[src/hw/rtl/cmfs_pkg.sv]
// ----------------------------------------------------------------------------
// cmfs_pkg: shared types and constants for the cube map face select pipeline
// Component and coordinate widths, face codes, stage layout, divider step.
// ----------------------------------------------------------------------------
`default_nettype none

package cmfs_pkg;

    localparam int COMP_W  = 16;  // direction component width, signed
    localparam int COORD_W = 16;  // face coordinate fraction bits
    localparam int FACE_W  = 3;

    localparam logic [FACE_W-1:0] FACE_POS_X = 3'd0;
    localparam logic [FACE_W-1:0] FACE_NEG_X = 3'd1;
    localparam logic [FACE_W-1:0] FACE_POS_Y = 3'd2;
    localparam logic [FACE_W-1:0] FACE_NEG_Y = 3'd3;
    localparam logic [FACE_W-1:0] FACE_POS_Z = 3'd4;
    localparam logic [FACE_W-1:0] FACE_NEG_Z = 3'd5;

    localparam logic [COORD_W-1:0] COORD_HALF = {1'b1, {(COORD_W-1){1'b0}}};

    // stage layout: input, select, divider init plus one stage per quotient bit, output
    localparam int DIV_FIRST  = 2;
    localparam int OUT_STAGE  = DIV_FIRST + COORD_W + 1;
    localparam int NUM_STAGES = OUT_STAGE + 1;

    typedef struct packed {
        logic signed [COMP_W-1:0] x;
        logic signed [COMP_W-1:0] y;
        logic signed [COMP_W-1:0] z;
        logic        [COMP_W-1:0] ax;
        logic        [COMP_W-1:0] ay;
        logic        [COMP_W-1:0] az;
    } in_stage_t;

    typedef struct packed {
        logic [FACE_W-1:0]      face;
        logic                   zero;
        logic [COMP_W-1:0]      mag;
        logic signed [COMP_W:0] sc;
        logic signed [COMP_W:0] tc;
    } sel_stage_t;

    typedef struct packed {
        logic [FACE_W-1:0]  face;
        logic               zero;
        logic [COMP_W:0]    den;
        logic [COMP_W:0]    rem_u;
        logic [COMP_W:0]    rem_v;
        logic [COORD_W-1:0] q_u;
        logic [COORD_W-1:0] q_v;
    } div_stage_t;

    typedef struct packed {
        logic            qbit;
        logic [COMP_W:0] rem;
    } step_t;

    // one restoring division step, remainder never exceeds the divisor
    function automatic step_t div_step(input logic [COMP_W:0] rem,
                                       input logic [COMP_W:0] den);
        logic [COMP_W+1:0] sh;
        logic [COMP_W+1:0] diff;
        step_t             r;
        sh   = {rem, 1'b0};
        diff = sh - {1'b0, den};
        if (sh >= {1'b0, den}) begin
            r.qbit = 1'b1;
            r.rem  = diff[COMP_W:0];
        end else begin
            r.qbit = 1'b0;
            r.rem  = sh[COMP_W:0];
        end
        return r;
    endfunction

endpackage

`default_nettype wire

[src/hw/rtl/cube_map_face_select.sv]
// ----------------------------------------------------------------------------
// cube_map_face_select: direction vector to cube face and face coordinates
// Picks the major axis, negates the minor axes per face and divides them into
// unsigned fractions with a bit-per-stage restoring divider.
// ----------------------------------------------------------------------------
//
//  channel  dir  handshake          payload
//  s_       in   s_valid/s_ready    s_dir_x, s_dir_y, s_dir_z
//  m_       out  m_valid/m_ready    m_face, m_coord_u, m_coord_v, m_zero_dir
//
//  one transaction per cycle while the output is not stalled by m_ready low;
//  the divider takes one quotient bit per stage for both coordinates
//  each stage holds its data when the next one is full and stalled, so empty
//  stages are filled while the output waits
//  reset (aresetn low at a clock edge) clears only the stage valid bits
// ----------------------------------------------------------------------------
`default_nettype none

module cube_map_face_select (
    input  wire                                   aclk,
    input  wire                                   aresetn,
    input  wire                                   s_valid,
    output logic                                  s_ready,
    input  wire  signed [cmfs_pkg::COMP_W-1:0]    s_dir_x,
    input  wire  signed [cmfs_pkg::COMP_W-1:0]    s_dir_y,
    input  wire  signed [cmfs_pkg::COMP_W-1:0]    s_dir_z,
    output logic                                  m_valid,
    input  wire                                   m_ready,
    output logic        [cmfs_pkg::FACE_W-1:0]    m_face,
    output logic        [cmfs_pkg::COORD_W-1:0]   m_coord_u,
    output logic        [cmfs_pkg::COORD_W-1:0]   m_coord_v,
    output logic                                  m_zero_dir
);

    localparam int CW = cmfs_pkg::COMP_W;
    localparam int QW = cmfs_pkg::COORD_W;
    localparam int NS = cmfs_pkg::NUM_STAGES;

    logic [NS-1:0] v_reg;
    logic [NS-1:0] v_next;
    logic [NS-1:0] en;

    cmfs_pkg::in_stage_t  in_reg,  in_next;
    cmfs_pkg::sel_stage_t sel_reg, sel_next;
    cmfs_pkg::div_stage_t div_reg [0:QW];
    cmfs_pkg::div_stage_t div_next [0:QW];

    logic [cmfs_pkg::FACE_W-1:0] face_reg;
    logic [QW-1:0]               u_reg;
    logic [QW-1:0]               v_out_reg;
    logic                        zero_reg;

    // a stage loads when it is empty or its content moves on
    always_comb begin
        en[NS-1] = !v_reg[NS-1] || m_ready;
        for (int k = NS - 2; k >= 0; k--) begin
            en[k] = !v_reg[k] || en[k+1];
        end
        v_next[0] = en[0] ? s_valid : v_reg[0];
        for (int k = 1; k < NS; k++) begin
            v_next[k] = en[k] ? v_reg[k-1] : v_reg[k];
        end
    end

    always_ff @(posedge aclk) begin
        if (!aresetn) begin
            v_reg <= '0;
        end else begin
            v_reg <= v_next;
        end
    end

    // stage 0: capture and take magnitudes
    always_comb begin
        in_next.x  = s_dir_x;
        in_next.y  = s_dir_y;
        in_next.z  = s_dir_z;
        in_next.ax = s_dir_x[CW-1] ? (~s_dir_x + {{(CW-1){1'b0}}, 1'b1}) : s_dir_x;
        in_next.ay = s_dir_y[CW-1] ? (~s_dir_y + {{(CW-1){1'b0}}, 1'b1}) : s_dir_y;
        in_next.az = s_dir_z[CW-1] ? (~s_dir_z + {{(CW-1){1'b0}}, 1'b1}) : s_dir_z;
    end

    always_ff @(posedge aclk) begin
        if (en[0]) begin
            in_reg <= in_next;
        end
    end

    // stage 1: major axis and signed minor components
    logic signed [CW:0] xe, ye, ze;
    logic               ge_x, ge_y;

    always_comb begin
        xe   = {in_reg.x[CW-1], in_reg.x};
        ye   = {in_reg.y[CW-1], in_reg.y};
        ze   = {in_reg.z[CW-1], in_reg.z};
        ge_x = (in_reg.ax >= in_reg.ay) && (in_reg.ax >= in_reg.az);
        ge_y = (in_reg.ay >= in_reg.ax) && (in_reg.ay >= in_reg.az);
        sel_next.zero = (in_reg.ax == '0) && (in_reg.ay == '0) && (in_reg.az == '0);
        if (ge_x) begin
            sel_next.mag = in_reg.ax;
            sel_next.tc  = -ye;
            if (!in_reg.x[CW-1] && (in_reg.x != '0)) begin
                sel_next.face = cmfs_pkg::FACE_POS_X;
                sel_next.sc   = -ze;
            end else begin
                // zero component counts as negative
                sel_next.face = cmfs_pkg::FACE_NEG_X;
                sel_next.sc   = ze;
            end
        end else if (ge_y) begin
            sel_next.mag = in_reg.ay;
            sel_next.sc  = xe;
            if (!in_reg.y[CW-1] && (in_reg.y != '0)) begin
                sel_next.face = cmfs_pkg::FACE_POS_Y;
                sel_next.tc   = ze;
            end else begin
                sel_next.face = cmfs_pkg::FACE_NEG_Y;
                sel_next.tc   = -ze;
            end
        end else begin
            sel_next.mag = in_reg.az;
            sel_next.tc  = -ye;
            if (!in_reg.z[CW-1] && (in_reg.z != '0)) begin
                sel_next.face = cmfs_pkg::FACE_POS_Z;
                sel_next.sc   = xe;
            end else begin
                sel_next.face = cmfs_pkg::FACE_NEG_Z;
                sel_next.sc   = -xe;
            end
        end
    end

    always_ff @(posedge aclk) begin
        if (en[1]) begin
            sel_reg <= sel_next;
        end
    end

    // stage 2: numerators c + m and divisor 2m
    logic signed [CW+1:0] sum_u, sum_v;

    always_comb begin
        sum_u = {sel_reg.sc[CW], sel_reg.sc} + {2'b00, sel_reg.mag};
        sum_v = {sel_reg.tc[CW], sel_reg.tc} + {2'b00, sel_reg.mag};
        div_next[0].face  = sel_reg.face;
        div_next[0].zero  = sel_reg.zero;
        div_next[0].den   = {sel_reg.mag, 1'b0};
        div_next[0].rem_u = sum_u[CW:0];
        div_next[0].rem_v = sum_v[CW:0];
        div_next[0].q_u   = '0;
        div_next[0].q_v   = '0;
    end

    always_ff @(posedge aclk) begin
        if (en[cmfs_pkg::DIV_FIRST]) begin
            div_reg[0] <= div_next[0];
        end
    end

    // one quotient bit per stage; numerator equal to divisor yields all ones,
    // which is the saturated value
    genvar gi;
    generate
        for (gi = 1; gi <= QW; gi++) begin : g_div
            cmfs_pkg::step_t su, sv;

            always_comb begin
                su = cmfs_pkg::div_step(div_reg[gi-1].rem_u, div_reg[gi-1].den);
                sv = cmfs_pkg::div_step(div_reg[gi-1].rem_v, div_reg[gi-1].den);
                div_next[gi].face  = div_reg[gi-1].face;
                div_next[gi].zero  = div_reg[gi-1].zero;
                div_next[gi].den   = div_reg[gi-1].den;
                div_next[gi].rem_u = su.rem;
                div_next[gi].rem_v = sv.rem;
                div_next[gi].q_u   = {div_reg[gi-1].q_u[QW-2:0], su.qbit};
                div_next[gi].q_v   = {div_reg[gi-1].q_v[QW-2:0], sv.qbit};
            end

            always_ff @(posedge aclk) begin
                if (en[cmfs_pkg::DIV_FIRST + gi]) begin
                    div_reg[gi] <= div_next[gi];
                end
            end
        end
    endgenerate

    // output stage: zero vector overrides the quotients
    always_ff @(posedge aclk) begin
        if (en[cmfs_pkg::OUT_STAGE]) begin
            face_reg  <= div_reg[QW].face;
            zero_reg  <= div_reg[QW].zero;
            u_reg     <= div_reg[QW].zero ? cmfs_pkg::COORD_HALF : div_reg[QW].q_u;
            v_out_reg <= div_reg[QW].zero ? cmfs_pkg::COORD_HALF : div_reg[QW].q_v;
        end
    end

    assign s_ready    = en[0];
    assign m_valid    = v_reg[NS-1];
    assign m_face     = face_reg;
    assign m_coord_u  = u_reg;
    assign m_coord_v  = v_out_reg;
    assign m_zero_dir = zero_reg;

    a_zero_result: assert property (@(posedge aclk) disable iff (!aresetn)
        (m_valid && m_zero_dir) |-> (m_face == cmfs_pkg::FACE_NEG_X)
            && (m_coord_u == cmfs_pkg::COORD_HALF) && (m_coord_v == cmfs_pkg::COORD_HALF))
        else $error("zero direction result is not face -x at one half");

    a_face_range: assert property (@(posedge aclk) disable iff (!aresetn)
        m_valid |-> (m_face <= cmfs_pkg::FACE_NEG_Z))
        else $error("face index out of range");

    a_full_when_blocked: assert property (@(posedge aclk) disable iff (!aresetn)
        !s_ready |-> ((&v_reg) && !m_ready))
        else $error("input blocked while the pipeline has an empty stage");

    a_output_loaded: assert property (@(posedge aclk) disable iff (!aresetn)
        (v_reg[NS-2] && (!m_valid || m_ready)) |=> m_valid)
        else $error("transaction lost at the output stage");

endmodule

`default_nettype wire
[config.mk]
export PLATFORM = sky130hd
export DESIGN_NAME = cube_map_face_select
export DESIGN_NICKNAME = d
export VERILOG_FILES = /design/src/hw/rtl/cmfs_pkg.sv /design/src/hw/rtl/cube_map_face_select.sv
export SDC_FILE = /design/constraint.sdc
export NUM_CORES = 2
export LEC_CHECK = 0
export BUFFER_PORTS_ARGS = -buffer_cell sky130_fd_sc_hd__buf_2
export CORE_MARGIN = 2
export CORE_UTILIZATION = 40
export CTS_BUF_LIST = sky130_fd_sc_hd__clkbuf_16
export CTS_CLUSTER_DIAMETER = 40
export DETAILED_ROUTE_END_ITERATION = 12
export GPL_TIMING_DRIVEN = 0
export MAX_ROUTING_LAYER = met4
export SLEW_MARGIN = 20
export SYNTH_ARGS = -nofsm -noshare
export SYNTH_HDL_FRONTEND = slang
export SYNTH_SLANG_ARGS = --single-unit
[constraint.sdc]
create_clock -name aclk -period 11.65 [get_ports aclk]
set_input_delay 0 -clock aclk [delete_from_list [all_inputs] [get_ports aclk]]
set_output_delay 0 -clock aclk [all_outputs]
set_load 0.02 [all_outputs]
Word level (Yosys, flattened, before mapping)
Memories as Yosys holds them, arrays and structs flattened.
Cells that the tools add are included.
- add/subtract/negate cells: 40
- multiplexer cells: 79
- reductions and logical operators: 56
- bitwise operators: 3
- magnitude comparators: 36
- operators with widths (operator ; number):
    greater-or-equal comparator 18 x 17 -> 1 bit ; 32
    two-way mux 18 bit ; 32
    subtractor 17 bit ; 32
    two-way mux 50 bit ; 2
    greater-or-equal comparator 16 bit ; 4
    two-way mux 17 bit ; 3
    negation 16 -> 17 bit ; 3
    adder 16 x 1 -> 16 bit (second input constant) ; 3
    zero test 16 bit ; 3
    inverter 16 bit ; 3
    nonzero test 16 bit ; 3
    two-way mux 15 bit ; 3
    two-way mux 1 bit ; 37
    adder 17 bit ; 2
    zero test 1 bit ; 23
    logical OR 1 bit ; 20
    logical AND 1 bit ; 7
    two-way mux 3 bit ; 2
- output and inout bits: 38
- memories: 1
- bits of input ports: 52
- flip-flop bits (word level): 206
- logic and storage cells: 253
- RAM bits: 1479
- memories (memory ; depth ; width ; rd ports ; clocked after Yosys merged registers in ; wr ports ; line ; text):
    div_reg ; 17 ; 87 ; 17 ; 0 ; 17 ; cube_map_face_select.sv:45 ; cmfs_pkg::div_stage_t div_reg [0:QW];

Longest topological paths before layout
- depth after elaboration: 21
- gate-level depth with buffers: 13
- depth with buffers taken out: 11

Least setup slack after synthesis
No wires, ideal clock.
- path type: reg-to-reg
- start: register v_reg[19]
- end: register in_reg[10] (netlist bit) (enable)
- data arrival time: 6139 ps
- setup time: 461 ps
- setup slack: 5050 ps
- clock period less this slack: 6600 ps
- buffers on the path: 0
- required time: 11189 ps
- cell stages (with the launch flop): 10
- path through: dfxtp_1 > nor2b_1 > inv_1 > nor2_1 > and2_1 > inv_1 > nor4_1 > and3_1 > and2_1 > nand2_1
- cells in the longest elaborated chain, start to end: 21
- RTL lines (element ; line ; text):
    start, declared ; cube_map_face_select.sv:39 ; logic [NS-1:0] v_reg;
    start signal, assigned ; cube_map_face_select.sv:69 ; v_reg <= v_next;
    zero test 1 bit ; cube_map_face_select.sv:55 ; en[NS-1] = !v_reg[NS-1] || m_ready;
    logical OR 1 bit ; cube_map_face_select.sv:55 ;
    via en[19] ; cube_map_face_select.sv:41 ; logic [NS-1:0] en;
    logical OR 1 bit (5 in a row) ; cube_map_face_select.sv:57 ; en[k] = !v_reg[k] || en[k+1];
    via en[14] ; cube_map_face_select.sv:41 ;
    logical OR 1 bit (14 in a row) ; cube_map_face_select.sv:57 ;
    via s_ready ; cube_map_face_select.sv:23 ; output logic s_ready,
    end signal, assigned ; cube_map_face_select.sv:85 ; in_reg <= in_next;
    end, declared ; cube_map_face_select.sv:43 ; cmfs_pkg::in_stage_t in_reg, in_next;
The timed path passes the listed nets, and every way through them passes these cells.
A chain may end at the register's enable or synchronous reset.

Worst setup path in the final report
- start: register v_reg[19]
- end: output s_ready
- cells in the longest elaborated chain, start to end: 21
- RTL lines (element ; line):
    zero test 1 bit ; cube_map_face_select.sv:55
    logical OR 1 bit ; cube_map_face_select.sv:55
    via en[19] ; cube_map_face_select.sv:41
    logical OR 1 bit (5 in a row) ; cube_map_face_select.sv:57
    via en[14] ; cube_map_face_select.sv:41
    logical OR 1 bit (14 in a row) ; cube_map_face_select.sv:57
    end, declared ; cube_map_face_select.sv:23
The timed path passes the listed nets, and every way through them passes these cells.

==> flow_summary.toml <==
[run_status]
status = "completed"

[worst_setup_path]
critical_path_arrival_ns = 5.27
slowest_delay_ns = 0.73
path_cells = "nor2b_1 -> inv_2 -> nor2_1 -> and2_1 -> inv_4 -> nor4_2 -> and3_1 -> and2_1 -> nand2_4 -> buf_16 -> buf_2"
critPathSlowestCell = "nor4_2"
crit_buf_inv = 4
critPathMaxFanout = 53
r2r_setup_slack_ns = 7.14
reg2reg_depth = 10
crit_required_ns = 11.65
r2r-start = "v_reg[19]"
cpMostUsedCell = "and2_1"
r2r-end = "in_reg[19]"
critPathKind = "reg -> out"
cp-start-kind = "flip-flop"
end_kind = "output port"
crit_family = "simple AND/OR/NAND/NOR gates"

[clock_network]
clock_sinks = 1313
htreeDepth = 4
hold_buffers = 100
cts_resized = 0
cts_made_buffers = 206
cts_root_buffer = "clkbuf_16"
post_cts_buffers = 0
cts_tree = "yes"
path_clk_slew_ns = 0.06
cts_buffer_depth = 3
insertion_delay_ns = 0.84

[sta]
tns_ns = 0
holdWs_ns = 0.0898
min_period_over_period_pct = 45.2
worst_pin_slew_ns = 1.19
clock-skew-final_ns = 0.0471
drv_slew = 0
rsz0062_at_grt = "no"
final-setup-viol-count = 0
slew_headroom_pct = 19.6
finalHoldViolCount = 0
max_freq_mhz = 190
post-route-min-period_ns = 5.27

[min_path]
min_to = "in_reg[95]"
hold_depth = 2
min_from = "s_dir_x[15]"
hold_path_class = "in -> reg"

[global_route]
grt_use_met1_pct = 26.1
grt-ovfl-total = 0
grt_util_met2_pct = 33.0
grt_pass1_vias = 48661
grt_usage_pct = 20.2
use_met3_pct = 3.26
antenna_found_initial = 3
grt_max_degree = 63
grt_busiest_layer = "met2"
grt_pass1_wl_um = 283000

[routing]
via_count = 49514
remaining_drc_errors = 0
first_iter_violations = 3846
viasPerCell = 5.36
drt_pass1_iterations = 9
postRouteAntennaNets = 0
routed_wl_um = 185000
wl_per_cell_um = 20.1

[logic_synthesis]
synth-xor-area-share_pct = 4.05
synthFlopType = "edfxtp_1"
seq_area_frac_synth_pct = 53.5
netlist.area_leader.share_pct = 52.9
synth_area_leaders = "edfxtp_1 53%, ha_1 10%, mux2_2 3.6%"
synth-edff-count = 1293
synth_top_family_by_area = "compound AO/OA/AOI/OAI gates"
synthesis.nets = 6939
synthAdderAreaFrac_pct = 11.1
yosysWarnings = 0
postSynthCellCount = 6256
async_flop_share_pct = 0
netlist_area_um2 = 73400
syn_area_per_cell_um2 = 11.7
synth-compound-area-share_pct = 13.6
synth-simple-area-share_pct = 10.3
synth_top_area_cell = "edfxtp_1"
synth-seq-cells = 1313
synthMuxAreaShare_pct = 4.21
synth_cell_types = 75

[layout]
diodes = 0
syn2layout_area_growth_pct = 16.8
layout_common_cells = "1293 x edfxtp_1, 599 x ha_1, 570 x inv_1"
drive_gt1_share_pct = 12.8
layout_commonest_cell = "edfxtp_1"
final_nets = 7351
instances_no_fill = 9233
post-route-util_pct = 46.9
largest_reg_flops = 1110

[floorplan]
dieWidth_um = 432
core_um2 = 183000
std_cell_rows = 157
dieArea_um2 = 187000
start_util_pct = 40.2
ioPinCount = 90
die_y_um = 432

[placement]
hpwl_um = 143000
port_buffers = 88
place_inst = 8745
gp_congestion = 0.932

[job]
maxCapViolCount = 0
==> worst max path at each step <==
| stage | depth (start not counted) | to | slack, ns | from |
|---|---|---|---|---|
| after floorplan | 9 | in_reg[10] | 5.05 | v_reg[19] |
| after global placement | 10 | s_ready | 2.72 | v_reg[19] |
| after detailed placement | 10 | in_reg[19] | 7.13 | v_reg[19] |
| after CTS | 11 | s_ready | 6.25 | v_reg[19] |
| after global routing | 11 | s_ready | 5.96 | v_reg[19] |
| final | 11 | s_ready | 6.38 | v_reg[19] |
==> through the flow <==
stage	worst slack, ns	instance area [um^2]
2_1_floorplan	5.05	73400
3_3_place_gp	2.72	76800
3_5_place_dp	7.13	77300
4_1_cts	6.25	85700
5_1_grt	5.96	85700
6_report	6.38	85700
==> cells by family after synthesis <==
family	Yosys count
AND/OR/NAND/NOR	1541
buffers and inverters	644
AO/OA/AOI/OAI	1512
adder cells (fa/ha/maj)	631
flip-flops	1313
XOR/XNOR	339
multiplexers	276
==> worst register-to-register path, stage by stage, from the launching register on <==
cell and delay [ns]:
dfxtp_1 0.33, nor2b_1 0.39, inv_2 0.41, nor2_1 0.42, and2_1 0.26, inv_4 0.19, nor4_2 0.74, and3_1 0.32
and2_1 0.31, nand2_4 0.40, buf_16 0.41
==> synthesized netlist by cell type, drive strengths merged (108+ instances only) <==
cell    instances
xnor2         261
nor2b         120
edfxtp       1293
inv           565
a21o          125
nand2         314
o31ai         108
o21a          137
nand2b        142
nor3          113
nor2          458
o21ai         345
ha            599
mux2          242
a21oi         385
==> metal layers <==
layer	share of wire [%]	up-vias	wire length [um]
met5	0	-	0
met4	2.3	0	4350
met3	5.1	270	9500
met2	48	1215	88700
met1	45	23868	82600
li1	-	24161	-
==> final cells by class <==
| class | count | area [um^2] |
|---|---|---|
| Fill cell | 16312 | 97000 |
| Timing Repair Buffer | 204 | 1870 |
| Clock inverter | 179 | 2120 |
| Multi-Input combinational cell | 4299 | 31800 |
| Buffer | 79 | 333 |
| Tap cell | 2385 | 2980 |
| Inverter | 565 | 2140 |
| Clock buffer | 209 | 5230 |
| Sequential cell | 1313 | 39200 |
Power is not shown: default switching activity piles up to over one toggle a cycle in this logic, so the estimate is an artifact.
